===== config.mk =====
export PLATFORM = sky130hd
export DESIGN_NAME = t3sw_mod
export DESIGN_NICKNAME = d
export VERILOG_FILES = /design/src/rtl/three_sat_random_walk_step_core_assert.svh /design/src/rtl/t3sw_mod.sv
export SDC_FILE = /design/constraint.sdc
export NUM_CORES = 1
export LEC_CHECK = 0
export ABC_AREA = 1
export BUFFER_PORTS_ARGS = -buffer_cell sky130_fd_sc_hd__clkbuf_2
export CAP_MARGIN = 40
export CORE_ASPECT_RATIO = 1.1
export CORE_UTILIZATION = 45
export CTS_CLUSTER_SIZE = 10
export DETAILED_ROUTE_END_ITERATION = 12
export PLACE_DENSITY_LB_ADDON = 0.05
export RECOVER_POWER = 25
export SYNTH_ARGS = -nofsm -noshare
export SYNTH_HDL_FRONTEND = slang
export SYNTH_SLANG_ARGS = --single-unit

===== constraint.sdc =====
create_clock -name i_clk -period 3.41 [get_ports i_clk]
set_input_delay 0 -clock i_clk [delete_from_list [all_inputs] [get_ports i_clk]]
set_output_delay 0 -clock i_clk [all_outputs]
set_load 0.1 [all_outputs]

===== src/rtl/three_sat_random_walk_step_core_assert.svh =====
// assertion macros used by the step core rtl file
`ifndef THREE_SAT_RANDOM_WALK_STEP_CORE_ASSERT_SVH
`define THREE_SAT_RANDOM_WALK_STEP_CORE_ASSERT_SVH

`ifndef SYNTHESIS
// same-cycle implication
`define T3SW_ASSERT_IMP(lbl, clk, rstn, ante, cons) \
    lbl: assert property (@(posedge clk) disable iff (!(rstn)) (ante) |-> (cons)) \
        else $error("implication check failed");
// next-cycle implication
`define T3SW_ASSERT_NXT(lbl, clk, rstn, ante, cons) \
    lbl: assert property (@(posedge clk) disable iff (!(rstn)) (ante) |=> (cons)) \
        else $error("next-cycle check failed");
`else
`define T3SW_ASSERT_IMP(lbl, clk, rstn, ante, cons)
`define T3SW_ASSERT_NXT(lbl, clk, rstn, ante, cons)
`endif

`endif


===== src/rtl/t3sw_mod.sv =====
module t3sw_mod #(
    parameter int NW = 9
) (
    input  logic          i_clk,
    input  logic          i_rst_n,
    input  logic          i_start,
    input  logic [15:0]   i_dividend,
    input  logic [NW-1:0] i_divisor,
    output logic          o_done,
    output logic [NW-1:0] o_rem
);
    logic          r_busy;
    logic          r_done;
    logic [3:0]    r_cnt;
    logic [15:0]   r_dvd;
    logic [NW-1:0] r_rem;
    logic [NW:0]   w_trial;
    logic [NW:0]   w_next;

    // restoring remainder, one dividend bit a cycle
    always_comb begin
        w_trial = {r_rem, r_dvd[15]};
        if (w_trial >= {1'b0, i_divisor}) begin
            w_next = w_trial - {1'b0, i_divisor};
        end else begin
            w_next = w_trial;
        end
    end

    always_ff @(posedge i_clk) begin
        if (!i_rst_n) begin
            r_busy <= 1'b0;
            r_done <= 1'b0;
        end else begin
            r_done <= 1'b0;
            if (i_start) begin
                r_busy <= 1'b1;
            end else if (r_busy && r_cnt == 4'd15) begin
                r_busy <= 1'b0;
                r_done <= 1'b1;
            end
        end
    end

    always_ff @(posedge i_clk) begin
        if (i_start) begin
            r_cnt <= 4'd0;
            r_dvd <= i_dividend;
            r_rem <= '0;
        end else if (r_busy) begin
            r_cnt <= r_cnt + 4'd1;
            r_dvd <= {r_dvd[14:0], 1'b0};
            r_rem <= w_next[NW-1:0];
        end
    end

    assign o_done = r_done;
    assign o_rem  = r_rem;
endmodule


==> results.yml <==
die:
  dieArea_mm2: 0.004365
  io_pins: 38
  num_rows: 24
  initial_core_util_pct: 46.95
  core_area_mm2: 0.003934
  fp.dieW_um: 63.08
  fp.dieH_um: 69.19
logic_synthesis:
  yosysTopAreaCell: "edfxtp_1"
  yosysSeqAreaShare_pct: 42.28
  synth_edf_count: 16
  syn_nets: 282
  yosysTopAreaCellShare_pct: 26.02
  syn_area_mm2: 0.001847
  synth_cell_types: 29
  synth-main-ff-cell: "edfxtp_1"
  ys_seq_elements: 31
  synth.area.top_cells: "edfxtp_1, nand2_1, dfxtp_1"
  synth_warnings: 0
  avgSynthCellArea_um2: 7.600
  synthesis.instances: 243
  async_reset_ff_share_pct: 0
finish:
  fill_cells: 384
  final_nets: 337
  area_growth_pct: 26.08
  final_cells: 351
  layout_common_cells: "nand2_1, clkbuf_2, inv_1"
  diodes: 0
  final_common_cell: "nand2_1"
  layout-drive-gt1-share_pct: 20.07
clocking:
  tritoncts: "built"
  cts_buffer_depth: 2
  cts_hold_buf: 14
  clkTransAtPathRegs_ns: 0.06
  cts.sinks: 31
  clock_latency_ns: 0.28
  clockRootBuffer: "clkbuf_8"
  cts_setup_buffers: 0
  cts_buffers: 5
  ctsResizeCount: 0
  htreeDepth: 2
route:
  firstDrtPassIters: 4
  vias_per_cell: 4.638
  route.detailed.drc: 0
  wl_met3_um: 122
  highest_layer: "met4"
  drt_iter0_markers: 61
  antenna_left: 0
  wl_met2_um: 1984
  vias: 1628
  met1Wirelength_um: 1550
  wl_per_cell_um: 10.63
  totalWireLength_um: 3731
power_and_ir_drop:
  p_leak_nw: 1.252
  power.density_mw_per_mm2: 398.8
  vdd_drop_max_uv: 314.9
  total_power_mw: 0.9286
placement:
  gp_congestion: 0.7701
  placed_cells: 329
  hpwl_um: 2710
  io_buffers: 37
  pre_cts_ws_ns: 1.530
timing:
  hold_violations: 0
  fin_tns_setup_ns: 0
  rsz0062_at_grt: "no"
  max_slew.worst_pin.slew_ns: 0.9721
  final.min_clock_period_ns: 1.873
  skew_ns: 0.002492
  fmax_mhz: 534.0
  fin_crit_sh_pct: 54.91
  slew_headroom_pct: 35.19
  setup_viol: 0
  fin_ws_ns: 1.537
  drv_slew: 0
job:
  cap_viol_max_count: 0
critical_path:
  critPathKind: "flop to flop"
  path_buf_inv: 2
  path_common_cell: "nand2_1"
  cp-end-kind: "flop"
  slowest_delay_ns: 0.40
  critPathTopFamily: "simple AND/OR/NAND/NOR gates"
  cp_slowest_cell: "fa_1"
  crit_path_max_fanout: 10
  arrival_ns: 2.10
  crit_chain: "inv_1, ha_1, inv_1, fa_1, nand2_1, nand2_1, nand3_2, nand2_2, nand2_4, nand2_4, nand2_1, nand3_1, nand2_1"
  startpoint_type: "flop"
  required_ns: 3.64
global_routing:
  grt_max_degree: 23
  grt_pass1_wl_um: 6720
  grt_usage_pct: 19.72
  grt_pass1_vias: 1614
  grt_antenna_before_repair: 0
  grt-ovfl-total: 0
status:
  outcome: "finished, final reports clean"
min_path:
  hold_class: "input pin to flop"
==> tightest hold or removal path, stage by stage <==
cell and delay [ns]:
clkbuf_2 0.07, nand2_1 0.05, nand2_1 0.05
==> power by group <==
| group | switching [mW] | internal (mW) |
|---|---|---|
| logic | 0.0922 | 0.0591 |
| clock network | 0.131 | 0.213 |
| registers | 0.0112 | 0.422 |
| total | 0.234 | 0.694 |
==> cell usage after synthesis (all sizes together) (2+ instances only) <==
library cell,count
a21oi,5
clkbuf,2
dfxtp,15
edfxtp,16
ha,10
inv,32
nand2,111
nand3,17
nand3b,9
nor2,9
nor3,4
nor4,2
o21ai,2
xnor2,2
==> sequential cells by signal, indices dropped and copies added, names as in the netlist <==
name,cells
r_cnt,4
r_dvd,16
r_busy,1
o_done,1
o_rem,9
==> cell type report <==
type                    instances  area, um2  share of cell area, %
well taps                      52      65.06                  2.794
clock inverters                 3      38.79                  1.666
multi-input cells             176      927.1                  39.82
inverters                      33      123.9                  5.320
clock buffers                   5      68.82                  2.955
flip-flops and latches         31      780.7                  33.53
repair buffers                 51      324.1                  13.92
==> cells by family after synthesis <==
logic type	count (synthesis)	share of synthesized area, %
adder cells (fa/ha/maj)	11	7.859
AO/OA/AOI/OAI	8	2.846
XOR/XNOR	3	1.423
flip-flops	31	42.28
AND/OR/NAND/NOR	154	38.08
buffers and inverters	36	7.521
==> stage by stage <==
step | hold slack [ns] | cell area (um2) | util (%)
after CTS | 0.0007714 | 2330 | 59.22
after global placement | 0.2332 | 2082 | 52.93
final | 0.001924 | 2328 | 59.19
after floorplan | 0.1283 | 1847 | -
after global routing | 0.01242 | 2328 | 59.19
after detailed placement | 0.2376 | 2082 | 52.93
==> path summary, 6_finish.rpt <==
path,start,end,slack (ns),depth (start not counted)
worst max register to register,r_dvd[15],o_rem[6],1.54,13
worst max-delay path,r_dvd[15],o_rem[6],1.54,13
worst min register to register,o_rem[7],o_rem[7],0.49,2
worst min-delay path,i_dividend[15],r_dvd[15],0.002,3
==> per-layer routing <==
layer  GRT usage, %  vias up
met5              0        -
met3          4.605        7
met1          21.20      712
li1               -      874
met2          36.32       35
met4          8.010        0
(Power assumes the default switching activity.)
