$ cat src/rtl/three_sat_random_walk_step_core_assert.svh
// assertion macros used by the step core rtl file
`ifndef THREE_SAT_RANDOM_WALK_STEP_CORE_ASSERT_SVH
`define THREE_SAT_RANDOM_WALK_STEP_CORE_ASSERT_SVH

`ifndef SYNTHESIS
// same-cycle implication
`define T3SW_ASSERT_IMP(lbl, clk, rstn, ante, cons) \
    lbl: assert property (@(posedge clk) disable iff (!(rstn)) (ante) |-> (cons)) \
        else $error("implication check failed");
// next-cycle implication
`define T3SW_ASSERT_NXT(lbl, clk, rstn, ante, cons) \
    lbl: assert property (@(posedge clk) disable iff (!(rstn)) (ante) |=> (cons)) \
        else $error("next-cycle check failed");
`else
`define T3SW_ASSERT_IMP(lbl, clk, rstn, ante, cons)
`define T3SW_ASSERT_NXT(lbl, clk, rstn, ante, cons)
`endif

`endif

$ cat src/rtl/t3sw_pkg.sv
package t3sw_pkg;

    localparam int MAX_VARS_DEF    = 64;
    localparam int MAX_CLAUSES_DEF = 256;
    localparam int CLAUSE_W        = 24;
    localparam int ASG_W           = 64;

    // opcodes carried on tuser
    localparam logic [1:0] OP_LOAD = 2'd0;
    localparam logic [1:0] OP_SET  = 2'd1;
    localparam logic [1:0] OP_STEP = 2'd2;

    // configuration register indexes
    localparam logic CFG_VAR_COUNT    = 1'b0;
    localparam logic CFG_CLAUSE_COUNT = 1'b1;

    typedef enum logic [2:0] {
        ST_IDLE,
        ST_COUNT,
        ST_DIV,
        ST_PICK,
        ST_FLIP,
        ST_OUT
    } t_state;

    // literal k of a clause is true under the assignment
    function automatic logic lit_true(input logic [CLAUSE_W-1:0] clause,
                                      input logic [1:0] k,
                                      input logic [ASG_W-1:0] asg,
                                      input int max_vars);
        logic [7:0] lit;
        logic       ok;
        lit = clause[8*k +: 8];
        ok  = !lit[6] && (32'(lit[6:0]) < max_vars);
        return ok && (asg[lit[5:0]] ^ lit[7]);
    endfunction

    function automatic logic clause_unsat(input logic [CLAUSE_W-1:0] clause,
                                          input logic [ASG_W-1:0] asg,
                                          input int max_vars);
        return !(lit_true(clause, 2'd0, asg, max_vars) ||
                 lit_true(clause, 2'd1, asg, max_vars) ||
                 lit_true(clause, 2'd2, asg, max_vars));
    endfunction

    // remainder by three: base-4 digits sum, since 4 is 1 mod 3
    function automatic logic [1:0] mod3(input logic [7:0] x);
        logic [3:0] s;
        logic [2:0] t;
        s = 4'(x[1:0]) + 4'(x[3:2]) + 4'(x[5:4]) + 4'(x[7:6]);
        t = 3'(s[1:0]) + 3'(s[3:2]);
        if (t >= 3'd6) begin
            t = t - 3'd6;
        end else if (t >= 3'd3) begin
            t = t - 3'd3;
        end
        return t[1:0];
    endfunction

endpackage

$ cat src/rtl/t3sw_cell.sv
module t3sw_cell #(
    parameter int W = t3sw_pkg::CLAUSE_W
) (
    input  logic         i_clk,
    input  logic         i_shift,
    input  logic [W-1:0] i_shift_data,
    input  logic         i_load,
    input  logic [W-1:0] i_load_data,
    output logic [W-1:0] o_data
);
    logic [W-1:0] r_clause;

    // one clause slot of the ring: rotate during a scan, write on load
    always_ff @(posedge i_clk) begin
        if (i_load) begin
            r_clause <= i_load_data;
        end else if (i_shift) begin
            r_clause <= i_shift_data;
        end
    end

    assign o_data = r_clause;
endmodule

$ cat config.mk
export PLATFORM = sky130hd
export DESIGN_NAME = t3sw_cell
export DESIGN_NICKNAME = d
export VERILOG_FILES = /design/src/rtl/three_sat_random_walk_step_core_assert.svh /design/src/rtl/t3sw_pkg.sv /design/src/rtl/t3sw_cell.sv
export SDC_FILE = /design/constraint.sdc
export NUM_CORES = 1
export LEC_CHECK = 0
export BUFFER_PORTS_ARGS = -buffer_cell sky130_fd_sc_hd__buf_2
export CAP_MARGIN = 10
export CELL_PAD_IN_SITES_DETAIL_PLACEMENT = 1
export CELL_PAD_IN_SITES_GLOBAL_PLACEMENT = 1
export CORE_UTILIZATION = 34
export DETAILED_ROUTE_END_ITERATION = 12
export GPL_ROUTABILITY_DRIVEN = 1
export PLACE_DENSITY = 0.89
export SYNTH_ARGS = -nofsm -noshare
export SYNTH_HDL_FRONTEND = slang
export SYNTH_SLANG_ARGS = --single-unit
$ cat constraint.sdc
create_clock -name i_clk -period 4.35 [get_ports i_clk]
set_input_delay 0.435 -clock i_clk [delete_from_list [all_inputs] [get_ports i_clk]]
set_output_delay 0.435 -clock i_clk [all_outputs]
set_load 0.005 [all_outputs]
==> results.py <==
metrics = {
    "routing": {
        "viasPerCell": 4.30,
        "ant_nets": 0,
        "drt_wl_total_microns": 2350,
        "drc": 0,
        "drt_pass1_iterations": 2,
        "via_count": 736,
        "first_iter_violations": 16,
        "wl_per_cell_microns": 13.7,
    },
    "clocking": {
        "clk_path_buf_depth": 2,
        "cts_hold_buf": 0,
        "htreeDepth": 1,
        "root_buffer": "clkbuf_4",
        "path_clk_slew_ns": 0.12,
        "numCtsBuffers": 3,
        "postCtsSetupBuffers": 0,
        "cts_tree": "built",
        "cts_resized": 0,
        "cts_sinks": 24,
    },
    "critical_path": {
        "cp_cell_sequence": "buf_2, or2_1",
        "cp.required_ns": 4.29,
        "cp_slowest_cell": "or2_1",
        "crit_path_end_kind": "flop",
        "path_class": "in2reg",
        "worst-path-max-fanout": 25,
        "crit_cells": 2,
        "critPathTopFamily": "simple AND/OR/NAND/NOR gates",
        "slowest_delay_ns": 0.84,
        "start_kind": "input port",
        "critPathArrivalTime_ns": 1.83,
        "cp_num_buf_inv": 1,
    },
    "synth": {
        "syn_avg_cell_area_sq_um": 21.5,
        "yosys_warnings": 0,
        "yosysSeqAreaShare_pct": 64.4,
        "synth.top_cell.area_share_pct": 64.4,
        "synth_cell_types": 6,
        "synth.ff_latch_count": 24,
        "syn_nets": 103,
        "syn_inst": 52,
        "netlist_area_sq_um": 1120,
        "ys_top_cells_by_area": "edfxtp_1 64%, mux2_4 25%, mux2_2 5.0%",
        "yosysTopAreaCell": "edfxtp_1",
    },
    "floorplan": {
        "boundaryPins": 75,
        "die-area_sq_um": 3530,
        "fp.dieW_microns": 59.4,
        "die_y_microns": 59.4,
        "rows": 20,
        "placeableCoreArea_sq_um": 3080,
        "initial_core_util_pct": 36.4,
    },
    "power_and_ir_drop": {
        "p_leak_nw": 0.728,
        "clock_power_share_pct": 19.9,
        "p_int_uw": 372,
        "seqPwrFrac_pct": 61.3,
        "power_switching_uw": 100,
        "switching_share_pct": 21.2,
        "ir_worst_vdd_mv": 0.125,
        "power_density_nw_per_um2": 311,
        "pwr-share-comb_pct": 18.8,
    },
    "sta": {
        "finalSetupTns_ns": 0,
        "fmax_ghz": 0.528,
        "post-route-period-util_pct": 43.5,
        "worst_pin_slew_ns": 0.966,
        "slew_headroom_pct": 35.6,
        "rsz0062_at_grt": "false",
        "drv_slew": 0,
        "finalSetupViolCount": 0,
        "hold_viol": 0,
        "fin_crit_ns": 1.89,
    },
    "worst_hold_path": {
        "holdPathEnd": "o_data[9]",
        "min_from": "i_load_data[9]",
        "holdPathStages": 2,
        "hold_path.class": "in2reg",
    },
    "layout": {
        "synthToLayoutAreaGrowth_pct": 35.8,
        "fin_cells": 171,
        "mostFrequentLayoutCell": "buf_2",
        "nFillCells": 330,
        "final_cell_mix": "74 x buf_2, 24 x edfxtp_1, 19 x mux2_4",
        "nNetsFinal": 179,
        "diodes": 0,
        "drive_above_1_share_pct": 79.5,
        "largest_reg_flops": 24,
    },
    "place": {
        "io_buffers": 74,
        "dp_cells": 167,
        "gp_congestion": 0.639,
    },
    "global_route": {
        "antenna_found_initial": 0,
        "overflow": 0,
        "grt_start_max_net_pins": 26,
        "grt_usage_pct": 13.0,
        "grt_pass1_wl_microns": 3250,
        "grt_pass1_vias": 746,
    },
    "flow_run": {
        "cap_violations": 0,
    },
    "status": {
        "status": "finished clean",
    },
}
cell type report:
cell class,count,area [sq um],area share [%]
well taps,44,55.1,3.62
flip-flops and latches,24,721,47.4
repair buffers,74,370,24.4
clock inverters,1,3.75,0.247
clock buffers,3,22.5,1.48
multi-input cells,25,348,22.9
stage by stage:
step | total power, mW | area, sq um | hold slack, ns | utilization [%] | setup slack [ns]
2_1_floorplan | 0.338 | 1120 | 0.652 | - | 2.69
3_3_place_gp | 0.381 | 1490 | 0.737 | 48.5 | 2.15
3_5_place_dp | 0.386 | 1490 | 0.739 | 48.5 | 2.09
4_1_cts | 0.481 | 1520 | 0.409 | 49.4 | 2.44
5_1_grt | 0.495 | 1520 | 0.406 | 49.4 | 2.37
6_report | 0.472 | 1520 | 0.422 | 49.4 | 2.46
power by group through the flow:
stage | clock network [mW] | registers, mW | logic [mW]
5_1_grt | 0.108 | 0.292 | 0.0956
2_1_floorplan | 0 | 0.299 | 0.0393
6_report | 0.0942 | 0.290 | 0.0887
3_3_place_gp | 0 | 0.295 | 0.0864
3_5_place_dp | 0 | 0.296 | 0.0900
4_1_cts | 0.100 | 0.290 | 0.0902
routing by layer:
metal | wire length (microns) | track usage [%]
met4 | 37 | 7.14
met1 | 751 | 12.2
met3 | 130 | 1.75
met2 | 1430 | 26.3
met5 | 0 | 0
logic make-up after synthesis:
family                 after synthesis  synth area share, %
and+or+nand+nor                      1                0.559
muxes                               24                 30.5
DFF                                 24                 64.4
buffers and inverters                3                 4.58
cells in the mapped netlist:
master / number
or2_1: 1
buf_6: 1
edfxtp_1: 24
buf_12: 2
mux2_2: 5
mux2_4: 19
worst max-delay path by stage:
| stage | from | end | slack (ns) |
|---|---|---|---|
| final | i_load | o_data[13] | 2.46 |
| after CTS | i_load | o_data[16] | 2.44 |
| after global routing | i_load | o_data[5] | 2.37 |
| after global placement | i_load | o_data[12] | 2.15 |
| after floorplan | i_load | o_data[0] | 2.69 |
| after detailed placement | i_load | o_data[16] | 2.09 |
No activity file was read; power rests on OpenSTA's default activity.
